`src/hdl/cfpg_pkg.sv`:
```
// Shared constants, types and the arctangent table of the camera goal finder.
// No dependencies.
`timescale 1ns / 1ps
package cfpg_pkg;
	localparam int FRAC_BITS    = 4;
	localparam int CORDIC_STEPS = 16;
	localparam int TAB_LEN      = 24;
	localparam int CORDIC_N     = (CORDIC_STEPS < TAB_LEN) ? CORDIC_STEPS : TAB_LEN;
	localparam int ANG_FRAC     = 20;
	localparam int VEC_SHIFT    = 24;
	localparam int VEC_W        = VEC_SHIFT + 12;
	localparam int Z_W          = 32;
	localparam int SQ_W         = 17 + 2 * FRAC_BITS;
	localparam int SQ_N         = (SQ_W + 1) / 2;
	localparam int RUN_N        = (CORDIC_N > SQ_N) ? CORDIC_N : SQ_N;
	localparam int CNT_W        = $clog2(RUN_N + 1);
	localparam int TAB_IDX_W    = $clog2(TAB_LEN);
	localparam int ANG_SH       = ANG_FRAC - FRAC_BITS;
	localparam logic [7:0] NO_GOAL = 8'd255;

	localparam logic [1:0] REG_ATTACK_BLUE   = 2'd0;
	localparam logic [1:0] REG_HEADER_FIRST  = 2'd1;
	localparam logic [1:0] REG_HEADER_SECOND = 2'd2;
	localparam logic [1:0] REG_CENTRE_OFFSET = 2'd3;

	typedef struct packed {
		logic       done;
		logic [7:0] c0;
		logic [7:0] c1;
		logic [7:0] c2;
		logic [7:0] c3;
	} cfpg_frame_t;

	typedef struct packed {
		logic               done;
		logic signed [13:0] angle;
		logic [12:0]        distance;
	} cfpg_polar_t;

	// atan(2^-i) in degrees * 2^20
	function automatic logic signed [Z_W-1:0] atan_tab(input logic [TAB_IDX_W-1:0] i);
		logic signed [Z_W-1:0] v;
		unique case (i)
			5'd0:  v = 32'sd47185920;
			5'd1:  v = 32'sd27855475;
			5'd2:  v = 32'sd14718068;
			5'd3:  v = 32'sd7471121;
			5'd4:  v = 32'sd3750058;
			5'd5:  v = 32'sd1876857;
			5'd6:  v = 32'sd938658;
			5'd7:  v = 32'sd469357;
			5'd8:  v = 32'sd234682;
			5'd9:  v = 32'sd117342;
			5'd10: v = 32'sd58671;
			5'd11: v = 32'sd29335;
			5'd12: v = 32'sd14668;
			5'd13: v = 32'sd7334;
			5'd14: v = 32'sd3667;
			5'd15: v = 32'sd1833;
			5'd16: v = 32'sd917;
			5'd17: v = 32'sd458;
			5'd18: v = 32'sd229;
			5'd19: v = 32'sd115;
			5'd20: v = 32'sd57;
			5'd21: v = 32'sd29;
			5'd22: v = 32'sd14;
			5'd23: v = 32'sd7;
			default: v = '0;
		endcase
		return v;
	endfunction
endpackage

```
`src/hdl/cfpg_parser.sv`:
```
// Frame header hunt and coordinate byte collection.
// Depends on cfpg_pkg.
`timescale 1ns / 1ps
module cfpg_parser (
	input  logic                 clk,
	input  logic                 arst_n,
	input  logic                 take,
	input  logic [7:0]           rx_byte,
	input  logic [7:0]           header_first,
	input  logic [7:0]           header_second,
	output cfpg_pkg::cfpg_frame_t frame
);
	typedef enum logic [2:0] {
		PH_HUNT, PH_HDR2, PH_C0, PH_C1, PH_C2, PH_C3
	} phase_t;

	phase_t     phase_q;
	logic       done_q;
	logic [7:0] c0_q, c1_q, c2_q, c3_q;

	always_ff @(posedge clk or negedge arst_n) begin
		if (!arst_n) begin
			phase_q <= PH_HUNT;
			done_q  <= 1'b0;
		end else begin
			done_q <= take && (phase_q == PH_C3);
			if (take) begin
				unique case (phase_q)
					PH_HDR2: begin
						if (rx_byte == header_second)
							phase_q <= PH_C0;
						else if (rx_byte == header_first)
							phase_q <= PH_HDR2;
						else
							phase_q <= PH_HUNT;
					end
					PH_C0: phase_q <= PH_C1;
					PH_C1: phase_q <= PH_C2;
					PH_C2: phase_q <= PH_C3;
					PH_C3: phase_q <= PH_HUNT;
					default: phase_q <= (rx_byte == header_first) ? PH_HDR2 : PH_HUNT;
				endcase
			end
		end
	end

	always_ff @(posedge clk) begin
		if (take) begin
			if (phase_q == PH_C0) c0_q <= rx_byte;
			if (phase_q == PH_C1) c1_q <= rx_byte;
			if (phase_q == PH_C2) c2_q <= rx_byte;
			if (phase_q == PH_C3) c3_q <= rx_byte;
		end
	end

	assign frame = '{done: done_q, c0: c0_q, c1: c1_q, c2: c2_q, c3: c3_q};
endmodule

```
`src/hdl/cfpg_polar.sv`:
```
// Iterative polar unit: CORDIC bearing and digit-serial square root.
// Depends on cfpg_pkg.
`timescale 1ns / 1ps
module cfpg_polar (
	input  logic                 clk,
	input  logic                 arst_n,
	input  logic                 start,
	input  logic signed [8:0]    x,
	input  logic signed [8:0]    y,
	output cfpg_pkg::cfpg_polar_t res
);
	localparam int VW = cfpg_pkg::VEC_W;
	localparam int ZW = cfpg_pkg::Z_W;
	localparam int QW = 2 * cfpg_pkg::SQ_N;
	localparam int RW = cfpg_pkg::SQ_N;
	localparam logic signed [ZW-1:0] UNIT90  = ZW'(90 * (1 << cfpg_pkg::ANG_FRAC));
	localparam logic signed [ZW-1:0] UNIT180 = ZW'(180 * (1 << cfpg_pkg::ANG_FRAC));

	logic                        busy_q, done_q, orig_q;
	logic [cfpg_pkg::CNT_W-1:0]  cnt_q;
	logic signed [VW-1:0]        cx_q, cy_q;
	logic signed [ZW-1:0]        z_q;
	logic [QW-1:0]               q_q;
	logic [RW+1:0]               rem_q;
	logic [RW-1:0]               root_q;
	logic signed [13:0]          angle_q;
	logic [12:0]                 dist_q;

	logic signed [9:0]  x10, y10, sx, sy;
	logic [17:0]        sumsq;
	logic signed [VW-1:0] dx, dy;
	logic [RW+1:0]      rem_sh, trial;
	logic signed [ZW:0] a_full, a_rnd, a_sh;
	logic [RW:0]        root_r;

	always_comb begin
		x10 = 10'(x);
		y10 = 10'(y);
		sx = x[8] ? -x10 : x10;
		sy = x[8] ? -y10 : y10;
		sumsq = 18'(x * x) + 18'(y * y);
		dx = cy_q >>> cnt_q;
		dy = cx_q >>> cnt_q;
		rem_sh = {rem_q[RW-1:0], q_q[QW-1 -: 2]};
		trial = {root_q, 2'b01};
		a_full = orig_q ? (ZW+1)'(UNIT90) : (ZW+1)'(UNIT90) - (ZW+1)'(z_q);
		a_rnd = a_full + (ZW+1)'(1 << (cfpg_pkg::ANG_SH - 1));
		a_sh = a_rnd >>> cfpg_pkg::ANG_SH;
		root_r = (rem_q > (RW+2)'(root_q)) ? (RW+1)'(root_q) + 1'b1 : (RW+1)'(root_q);
	end

	always_ff @(posedge clk or negedge arst_n) begin
		if (!arst_n) begin
			busy_q <= 1'b0;
			done_q <= 1'b0;
			cnt_q  <= '0;
		end else begin
			done_q <= !start && busy_q && (cnt_q == cfpg_pkg::CNT_W'(cfpg_pkg::RUN_N));
			if (start) begin
				busy_q <= 1'b1;
				cnt_q  <= '0;
			end else if (busy_q) begin
				if (cnt_q == cfpg_pkg::CNT_W'(cfpg_pkg::RUN_N))
					busy_q <= 1'b0;
				else
					cnt_q <= cnt_q + 1'b1;
			end
		end
	end

	always_ff @(posedge clk) begin
		if (start) begin
			orig_q <= (x == 9'sd0) && (y == 9'sd0);
			cx_q   <= {{(VW-10-cfpg_pkg::VEC_SHIFT){sx[9]}}, sx, {cfpg_pkg::VEC_SHIFT{1'b0}}};
			cy_q   <= {{(VW-10-cfpg_pkg::VEC_SHIFT){sy[9]}}, sy, {cfpg_pkg::VEC_SHIFT{1'b0}}};
			z_q    <= !x[8] ? '0 : (!y[8] ? UNIT180 : -UNIT180);
			q_q    <= QW'({sumsq, {(2*cfpg_pkg::FRAC_BITS){1'b0}}});
			rem_q  <= '0;
			root_q <= '0;
		end else if (busy_q) begin
			if (cnt_q < cfpg_pkg::CNT_W'(cfpg_pkg::CORDIC_N)) begin
				if (!cy_q[VW-1]) begin
					cx_q <= cx_q + dx;
					cy_q <= cy_q - dy;
					z_q  <= z_q + cfpg_pkg::atan_tab(cnt_q[cfpg_pkg::TAB_IDX_W-1:0]);
				end else begin
					cx_q <= cx_q - dx;
					cy_q <= cy_q + dy;
					z_q  <= z_q - cfpg_pkg::atan_tab(cnt_q[cfpg_pkg::TAB_IDX_W-1:0]);
				end
			end
			if (cnt_q < cfpg_pkg::CNT_W'(cfpg_pkg::SQ_N)) begin
				q_q <= {q_q[QW-3:0], 2'b00};
				if (rem_sh >= trial) begin
					rem_q  <= rem_sh - trial;
					root_q <= {root_q[RW-2:0], 1'b1};
				end else begin
					rem_q  <= rem_sh;
					root_q <= {root_q[RW-2:0], 1'b0};
				end
			end
			if (cnt_q == cfpg_pkg::CNT_W'(cfpg_pkg::RUN_N)) begin
				if (a_sh < -(ZW+1)'(8192))
					angle_q <= -14'sd8192;
				else if (a_sh > (ZW+1)'(8191))
					angle_q <= 14'sd8191;
				else
					angle_q <= a_sh[13:0];
				dist_q <= (root_r > (RW+1)'(8191)) ? 13'd8191 : root_r[12:0];
			end
		end
	end

	assign res = '{done: done_q, angle: angle_q, distance: dist_q};
endmodule

```
`src/hdl/camera_frame_to_polar_goals.sv`:
```
// Camera goal finder top level: byte stream in, goal bearings and distances out.
// Depends on cfpg_pkg, cfpg_parser, cfpg_polar.
//
// Use: camera link bytes enter on s_tvalid/s_tready/s_tdata, one request per byte.
// After the header pair and four coordinate bytes (yellow x, y, blue x, y) one
// result request leaves on m_tvalid/m_tready/m_tdata. Registers are written on
// cfg_we with cfg_addr/cfg_wdata; the user must do so only while the block is idle,
// which the block does not enforce. Header and coordinate bytes are taken while
// s_tready is high. The last coordinate byte starts two passes of the shared polar
// unit, in which the CORDIC and root iterations run one step a cycle; s_tready
// stays low until the result has moved to the output register, so the block takes
// no byte of a following frame before then.
// A result waiting in the output register does not block input; a following
// frame waits in the unit until the receiver takes the earlier result.
// Reset clears the header hunt, the output valid and the registers to their
// defaults (centre offset 60).
`timescale 1ns / 1ps
module camera_frame_to_polar_goals (
	input  logic        clk,
	input  logic        arst_n,
	input  logic        s_tvalid,
	output logic        s_tready,
	input  logic [7:0]  s_tdata,   // rx_byte
	output logic        m_tvalid,
	input  logic        m_tready,
	// attack_angle, attack_distance, defend_angle, defend_distance,
	// attack_visible, defend_visible
	output logic [55:0] m_tdata,
	input  logic        cfg_we,
	input  logic [1:0]  cfg_addr,
	input  logic [7:0]  cfg_wdata
);
	typedef enum logic [1:0] {ST_IDLE, ST_GOAL_A, ST_GOAL_B, ST_DONE} state_t;

	state_t               state_q;
	logic                 attack_blue_q;
	logic [7:0]           header_first_q, header_second_q, centre_offset_q;
	logic                 start_q, m_tvalid_q;
	logic signed [8:0]    eng_x_q, eng_y_q, def_x_q, def_y_q;
	logic                 att_vis_q, def_vis_q;
	logic signed [13:0]   att_ang_q;
	logic [12:0]          att_dist_q;
	logic [55:0]          m_tdata_q;

	cfpg_pkg::cfpg_frame_t frame;
	cfpg_pkg::cfpg_polar_t pol;
	logic                 take;
	logic signed [8:0]    yx, yy, bx, by, ax, ay, dxs, dys;

	function automatic logic signed [8:0] coord(input logic [7:0] rx, input logic [7:0] c,
			input logic [7:0] off);
		logic signed [8:0] v;
		v = (rx == cfpg_pkg::NO_GOAL) ? $signed({1'b0, c}) : $signed({1'b0, c} - {1'b0, off});
		return v;
	endfunction

	assign s_tready = (state_q == ST_IDLE) && !frame.done;
	assign take = s_tvalid && s_tready;

	cfpg_parser u_parser (
		.clk(clk), .arst_n(arst_n), .take(take), .rx_byte(s_tdata),
		.header_first(header_first_q), .header_second(header_second_q), .frame(frame)
	);

	cfpg_polar u_polar (
		.clk(clk), .arst_n(arst_n), .start(start_q), .x(eng_x_q), .y(eng_y_q), .res(pol)
	);

	always_comb begin
		yx = coord(frame.c0, frame.c0, centre_offset_q);
		yy = coord(frame.c0, frame.c1, centre_offset_q);
		bx = coord(frame.c2, frame.c2, centre_offset_q);
		by = coord(frame.c2, frame.c3, centre_offset_q);
		ax  = attack_blue_q ? bx : yx;
		ay  = attack_blue_q ? by : yy;
		dxs = attack_blue_q ? yx : bx;
		dys = attack_blue_q ? yy : by;
	end

	always_ff @(posedge clk or negedge arst_n) begin
		if (!arst_n) begin
			attack_blue_q   <= 1'b0;
			header_first_q  <= 8'd0;
			header_second_q <= 8'd0;
			centre_offset_q <= 8'd60;
		end else if (cfg_we) begin
			unique case (cfg_addr)
				cfpg_pkg::REG_ATTACK_BLUE:   attack_blue_q   <= cfg_wdata[0];
				cfpg_pkg::REG_HEADER_FIRST:  header_first_q  <= cfg_wdata;
				cfpg_pkg::REG_HEADER_SECOND: header_second_q <= cfg_wdata;
				cfpg_pkg::REG_CENTRE_OFFSET: centre_offset_q <= cfg_wdata;
				default: ;
			endcase
		end
	end

	always_ff @(posedge clk or negedge arst_n) begin
		if (!arst_n) begin
			state_q    <= ST_IDLE;
			start_q    <= 1'b0;
			m_tvalid_q <= 1'b0;
			m_tdata    <= '0;
		end else begin
			start_q <= ((state_q == ST_IDLE) && frame.done) ||
				((state_q == ST_GOAL_A) && pol.done);
			if ((state_q == ST_DONE) && (!m_tvalid_q || m_tready))
				m_tvalid_q <= 1'b1;
			else if (m_tready)
				m_tvalid_q <= 1'b0;
			unique case (state_q)
				ST_IDLE: begin
					if (frame.done) begin
						eng_x_q   <= ax;
						eng_y_q   <= ay;
						def_x_q   <= dxs;
						def_y_q   <= dys;
						att_vis_q <= (ay != 9'sd255);
						def_vis_q <= (dys != 9'sd255);
						state_q   <= ST_GOAL_A;
					end
				end
				ST_GOAL_A: begin
					if (pol.done) begin
						att_ang_q  <= pol.angle;
						att_dist_q <= pol.distance;
						eng_x_q    <= def_x_q;
						eng_y_q    <= def_y_q;
						state_q    <= ST_GOAL_B;
					end
				end
				ST_GOAL_B: begin
					if (pol.done) begin
						m_tdata_q <= {def_vis_q, att_vis_q, pol.distance, pol.angle,
							att_dist_q, att_ang_q};
						state_q   <= ST_DONE;
					end
				end
				ST_DONE: begin
					if (!m_tvalid_q || m_tready) begin
						m_tdata <= m_tdata_q;
						state_q <= ST_IDLE;
					end
				end
				default: state_q <= ST_IDLE;
			endcase
		end
	end

	assign m_tvalid = m_tvalid_q;
endmodule

```
`config.mk`:
```
export PLATFORM = sky130hd
export DESIGN_NAME = camera_frame_to_polar_goals
export DESIGN_NICKNAME = d
export VERILOG_FILES = /design/src/hdl/cfpg_pkg.sv /design/src/hdl/cfpg_parser.sv /design/src/hdl/cfpg_polar.sv /design/src/hdl/camera_frame_to_polar_goals.sv
export SDC_FILE = /design/constraint.sdc
export NUM_CORES = 2
export LEC_CHECK = 0
export BUFFER_PORTS_ARGS = -buffer_cell sky130_fd_sc_hd__buf_2
export CAP_MARGIN = 10
export CORE_MARGIN = 5
export CORE_UTILIZATION = 26
export CTS_BUF_LIST = sky130_fd_sc_hd__clkbuf_4
export CTS_CLUSTER_DIAMETER = 60
export CTS_CLUSTER_SIZE = 40
export DETAILED_ROUTE_END_ITERATION = 7
export PLACE_DENSITY = 0.41
export SLEW_MARGIN = 20
export SYNTH_ARGS = -nofsm -noshare
export SYNTH_HDL_FRONTEND = slang
export SYNTH_SLANG_ARGS = --single-unit
```
`constraint.sdc`:
```
create_clock -name clk -period 6.25 [get_ports clk]
set_input_delay 0.3125 -clock clk [delete_from_list [all_inputs] [get_ports clk]]
set_output_delay 0.3125 -clock clk [all_outputs]
set_load 0.01 [all_outputs]
```
Yosys cells after proc, flatten, opt, wreduce, memory -nomap -nowiden

Memories as Yosys holds them, arrays and structs flattened.
Cells that the tools add are included.
W data, S select, Z words.

Add/sub/neg operators: 18
Multiply operators: 2
Divide/modulo/power cells: 0
Magnitude comparators: 7
Equal/unequal tests: 23
Shift operators: 2
Muxes and demuxes: 62
Bitwise operators: 1
Reductions and logical operators: 43

Operators by type and width:

| operator                 | count |
|---|---|
| $mux W32                 | 14 |
| $mux W36                 | 8 |
| $mux W9                  | 12 |
| $mux W26                 | 3 |
| $add A36 B36 Y36         | 2 |
| $sshr A36 B5 Y36         | 2 |
| $sub A36 B36 Y36         | 2 |
| $mul A9 B9 Y18           | 2 |
| $pmux W9 S2              | 2 |
| $sub A8 B8 Y9            | 4 |
| $add A33 B17 Y33 const B | 1 |
| $mux W33                 | 1 |
| $sub A28 B32 Y33 const A | 1 |
| $add A32 B32 Y32         | 1 |
| $sub A32 B32 Y32         | 1 |
| $mux W14                 | 2 |
| $reduce_and A2 Y1        | 14 |
| $mux W10                 | 2 |
| $neg A9 Y10              | 2 |
| $add A18 B18 Y18         | 1 |
| $logic_not A9 Y1         | 2 |
| $ne A9 B9 Y1 const B     | 2 |
| $gt A17 B14 Y1 const B   | 1 |
| $lt A17 B14 Y1 const B   | 1 |
| other kinds (33)         | 75 |

Bits in registers: 427
Latch bits: 0
RAM bits: 0
ROM bits: 1,664
Input port bits: 23
Output and inout bits: 58
Memories: 2

Memory list:

| memory          | words | width | read ports | clocked after memory_dff | write ports | line           | text |
|---|---|---|---|---|---|---|---|
| (no name shown) | 32    | 26    | 1          | 0                        | 0           | cfpg_pkg.sv:43 | `unique case (i)` |
| (no name shown) | 32    | 26    | 1          | 0                        | 0           | cfpg_pkg.sv:43 |  |

Logic depth before layout (Yosys ltp)

An unclocked memory read counts as a cell.

Word-level depth: 10
Depth in mapped cells: 32

Cells and area by module

A second synthesis with hierarchy kept.

Cell total of the unflattened synthesis: 3,729
Area total of the unflattened synthesis: 36,740.2 um^2

Modules (own cells, without submodules):

| module                      | instances | cells an instance | area an instance (um^2) |
|---|---|---|---|
| cfpg_polar                  | 1         | 3,017             | 26,223.9 |
| camera_frame_to_polar_goals | 1         | 634               | 9,158.8 |
| cfpg_parser                 | 1         | 78                | 1,357.6 |

Worst setup path after synthesis

OpenSTA, ideal clock, no wires.

Kind: register to register
Start: reg eng_x_q[8]
End: reg u_polar.q_q[25], data pin
Setup time: 0.260 ns
Data arrival time: 6.443 ns
Data required time: 5.990 ns
Path slack: -0.453 ns
Cell stages (with the launch flop): 22
Period minus slack after synthesis: 6.703 ns
Cells stage by stage: edfxtp_1 > clkbuf_1 > clkbuf_1 > nand2_1 > fa_1 > fa_1 > fa_1 > fa_1 > inv_1 > fa_1 > fa_1 > fa_1 > ha_1 > a21oi_1 > o21bai_1 > a21oi_1 > o21bai_1 > a21oi_1 > o21ai_0 > o41ai_1 > xnor2_1 > mux2_2

Word-level cells in the longest chain between the ends: 3

Ends and longest elaborated chain:

| element                  | line                               | text |
|---|---|---|
| start: declaration       | camera_frame_to_polar_goals.sv:39  | `logic signed [8:0] eng_x_q, eng_y_q, def_x_q, def_y_q;` |
| start signal: assignment | camera_frame_to_polar_goals.sv:126 | `eng_x_q <= def_x_q;` |
| $mul A9 B9 Y18           | cfpg_polar.sv:41                   | `sumsq = 18'(x * x) + 18'(y * y);` |
| $add A18 B18 Y18         | cfpg_polar.sv:41                   |  |
| $mux W26                 | cfpg_polar.sv:72                   | `if (start) begin` |
| end signal: assignment   | cfpg_polar.sv:77                   | `q_q <= QW'({sumsq, {(2*cfpg_pkg::FRAC_BITS){1'b0}}});` |
| end signal: assignment   | cfpg_polar.sv:93                   | `q_q <= {q_q[QW-3:0], 2'b00};` |
| end: declaration         | cfpg_polar.sv:23                   | `logic [QW-1:0] q_q;` |

No other way between the ends.
A chain may end at the register's enable or synchronous reset.

Final worst setup path

Start: reg eng_y_q[1]
End: reg u_polar.q_q[25], data pin

Word-level cells in the longest chain between the ends: 3

Ends and longest elaborated chain:

| element                  | line                               | text |
|---|---|---|
| start: declaration       | camera_frame_to_polar_goals.sv:39  |  |
| start signal: assignment | camera_frame_to_polar_goals.sv:114 | `eng_y_q <= ay;` |
| start signal: assignment | camera_frame_to_polar_goals.sv:127 | `eng_y_q <= def_y_q;` |
| $mul A9 B9 Y18           | cfpg_polar.sv:41                   |  |
| $add A18 B18 Y18         | cfpg_polar.sv:41                   |  |
| $mux W26                 | cfpg_polar.sv:72                   |  |

No other way between the ends.

==> impl_results.md <==
* Status: finished, final reports clean
* Setup TNS at 0 ns
* Mapped cell area at 0.0376 mm²
* Required @ worst endpoint at 6.98 ns
* Part of the Yosys area used for sequential elements at 0.309
* Top cell type's share of synthesized area at 0.204
* Wirelength per Cell at 19.6 µm
* Synth Net Count at 4312
* Worst path max stage delay at 0.57 ns
* Starting Density at 0.261
* R2R cell count at 24
* Crit. End Element: flop
* FF+latch count, synth at 427
* Net switching power at 1590 µW
* Slew HR at 0.315
* Arrival time worst endpoint at 6.98 ns
* Pin count of the biggest net entering global routing at 57
* CTS tree: built
* Vias at 31700
* Iteration count of the initial detailed-routing pass at 5
* Port-buffer cells at 80
* Ports at 81
* Post-synth ARST share at 0.225
* Final period utilization at 0.999
* Iteration-0 DRC count of the detailed router at 1907
* Cell Int Power at 4220 µW
* Pwr per Cell Area at 124 mW/mm²
* Leak at 0.0194 µW
* Area of the multi-input gates at 0.0250 mm²
* Global route total overflow at 0
* Latest clock arrival within the worst-skew pair at 0.99 ns
* CTS clock-pin slew for the worst setup and hold paths at 0.13 ns
* Min Tclk post-route at 6.24 ns
* Die Area at 0.152 mm²
* Syn Area/Cell at 9.65 µm²
* Die Y at 390 µm
* Final WS setup at 0.00615 ns
* Syn Inst Count at 3891
* Max FO, Critical Path at 4
* Final Hold Violating Endpoints at 0
* First-pass GRT wire length at 193000 µm
* Maxcap violations at 0
* Power share of the sequential group at 0.521
* Ys flop type: edfxtp_1
* Post-DP HPWL at 98300 µm
* RSZ-0062 raised after global routing: yes
* Max Clk Rate at 160 MHz
* Deepest level of the CTS H-tree at 2
* Post-synthesis cell type count at 107
* Gr usage total at 0.161
* Area growth, synth to finish at 24.6%
* Slowest-stage cell, CP: fa_2
* Clock power share at 0.397
* Least-Margin Pin Slew at 1.03 ns
* Critical Path Start Type: flop
* Crit Path Class: reg2reg
* Row count at 139
* CP Buf/Inv Count at 5
* Remaining antenna violation count at 0
* Reg area at 0.0116 mm²
* FILL cells at 15100
* Switching Fraction at 0.273
* CP Depth at 24
* Delay-heaviest family, CP: adder cells
* Initial antenna violation count at 3
* Pre-CTS WS at -0.289 ns
* Synth area leader: edfxtp_1
* GP Congestion at 0.916
* Clk_skew at 0.0818 ns
* Vias in the first global route at 31800
* Routed vias/inst at 4.93
* CP most frequent cell: fa_1
* Core Region at 0.144 mm²
* Slew Limit Fails at 0
* Layout Nets at 4897
* WL final at 126000 µm
* Die Span X at 390 µm
* Clk sinks at 427
* CTS Buf Count at 58
* Share of cells above drive strength 1 at 0.277
* Final Setup Violations at 0
* VDD IR max at 165 µV
* Total Power at 5810 µW
* Hold WC Path Type: in2reg
* Post-synth EDFFs at 255
* DRC at 0
* Hold Slack at 0.173 ns
* Combinational Power Share at 0.082
* Top cells by area in the synthesized netlist: edfxtp_1 (20%), ha_1 (8.5%), fa_1 (7.6%), dfrtp_1 (6.1%), mux2_2 (4.8%)
* Synth Warn # at 0
* Critical-path cell list: buf_4 > and2_1 > inv_1 > fa_1 > inv_1 > fa_1 > inv_1 > fa_1 > inv_1 > fa_1 > fa_1 > fa_2 > ha_1 > ha_4 > a21o_1 > a21oi_4 > o21bai_4 > a21oi_2 > o21bai_1 > a21oi_2 > o21ai_2 > o41ai_2 > xnor2_1 > mux2_4
* Root buf cell: clkbuf_4
* Clk buf depth at 3
* Hold path cells at 4
[what timing repair did]
action,4_1_cts,5_1_grt
endpoints found under the setup margin,23,34
resized for setup,44,173
pin swaps,37,90
hold buffers,29,0
buffers inserted,15,33
gates cloned,0,3
endpoints found under the hold margin,176,0
[synthesized netlist by cell type, drive strengths merged, types with 17 or more instances]
library cell,count
a211o,17
a21oi,215
o21bai,22
o31ai,23
a31oi,45
dfrtp,92
nor3,75
and2,38
dfxtp,76
a22o,17
buf,70
ha,255
or3,22
nor2b,33
mux4,80
xnor2,162
fa,143
a211oi,44
nor2,301
nand2b,36
nor3b,17
o21a,50
nor4,17
clkbuf,116
edfxtp,255
a21o,51
mux2,160
o211ai,26
o21ai,241
inv,289
mux2i,99
o22ai,28
nand3,63
nand2,354
and3,23
xor2,98
nand4,28
[layout by cell type, fill, tap and decap left out, types with 86 or more instances in the layout]
cell        n
xor2_1     93
fa_1      139
mux2_2    158
ha_1      236
nand2_1   350
buf_4     563
inv_1     276
o21ai_0   210
xnor2_1   160
nor2_1    288
edfxtp_1  255
mux2i_1    90
dfrtp_1    86
a21oi_1   195
[cell families after synthesis]
| kind of cell | synth area share |
|---|---|
| buffers and inverters | 0.0515 |
| AO/OA/AOI/OAI | 0.161 |
| AND/OR/NAND/NOR | 0.135 |
| multiplexers | 0.123 |
| adder cells (fa/ha/maj) | 0.161 |
| flip-flops | 0.309 |
| XOR/XNOR | 0.0606 |
[power groups by stage]
stage | Combinational, µW | Sequential (µW) | Clock (µW)
after detailed placement | 465 | 3090 | 0
after CTS | 486 | 3030 | 2430
after floorplan | 338 | 3080 | 0
after global routing | 544 | 3030 | 2530
after global placement | 460 | 3090 | 0
final | 478 | 3030 | 2310
[worst paths after layout]
path / from / end / slack [ns]
setup reg to reg: eng_y_q[1]$_DFFE_PP_ / u_polar.q_q[25]$_DFFE_PP_ / 0.006
max in group asynchronous: arst_n / start_q$_DFF_PN0_ / 5.06
hold reg to reg: att_ang_q[1]$_DFFE_PP_ / m_tdata_q[1]$_DFFE_PP_ / 0.42
setup / recovery: eng_y_q[1]$_DFFE_PP_ / u_polar.q_q[25]$_DFFE_PP_ / 0.006
hold / removal: cfg_wdata[0] / attack_blue_q$_DFFE_PN0P_ / 0.17
min in group asynchronous: arst_n / centre_offset_q[5]$_DFFE_PN1P_ / 0.55
[layer usage]
metal	wire length, µm	vias up	track usage
met5	0	-	0
met4	3620	0	0.0451
met3	4870	158	0.0169
met2	59600	652	0.269
met1	58200	15600	0.221
li1	-	15300	-
[final cells by class]
class / instances / area share
repair buffers: 711 / 0.119
flip-flops and latches: 427 / 0.248
inverters: 291 / 0.0237
clock inverters: 45 / 0.0137
multi-input cells: 2987 / 0.534
diodes: 3 / 0.000160
well taps: 1903 / 0.0509
clock buffers: 63 / 0.0101
[state kept, by name (all words and copies together), names as in the netlist, 14 cells and up]
register and flops:
att_ang_q 14, m_tdata 56, m_tdata_q 56, u_polar.angle_q 14, u_polar.cx_q 36, u_polar.cy_q 36
u_polar.q_q 18, u_polar.rem_q 15, u_polar.z_q 32
[worst register-to-register path, stage by stage, from the launching register on]
cell      delay (ns)
edfxtp_1        0.46
buf_4           0.14
and2_1          0.13
inv_1           0.05
fa_1            0.49
inv_1           0.06
fa_1            0.50
inv_1           0.05
fa_1            0.47
inv_1           0.05
fa_1            0.55
fa_1            0.44
fa_2            0.57
ha_1            0.25
ha_4            0.24
a21o_1          0.21
a21oi_4         0.18
o21bai_4        0.07
a21oi_2         0.14
o21bai_1        0.10
a21oi_2         0.18
o21ai_2         0.08
o41ai_2         0.23
xnor2_1         0.11
mux2_4          0.26
[per-stage QoR]
stage                     cell area (µm²)   util  cells
after floorplan                     37700      -   3891
after global placement              44000  0.306   6241
after detailed placement            44000  0.306   6241
after CTS                           45700  0.318   6393
after global routing                46800  0.326   6429
final                               46800  0.326   6430
(Power assumes the default switching activity.)
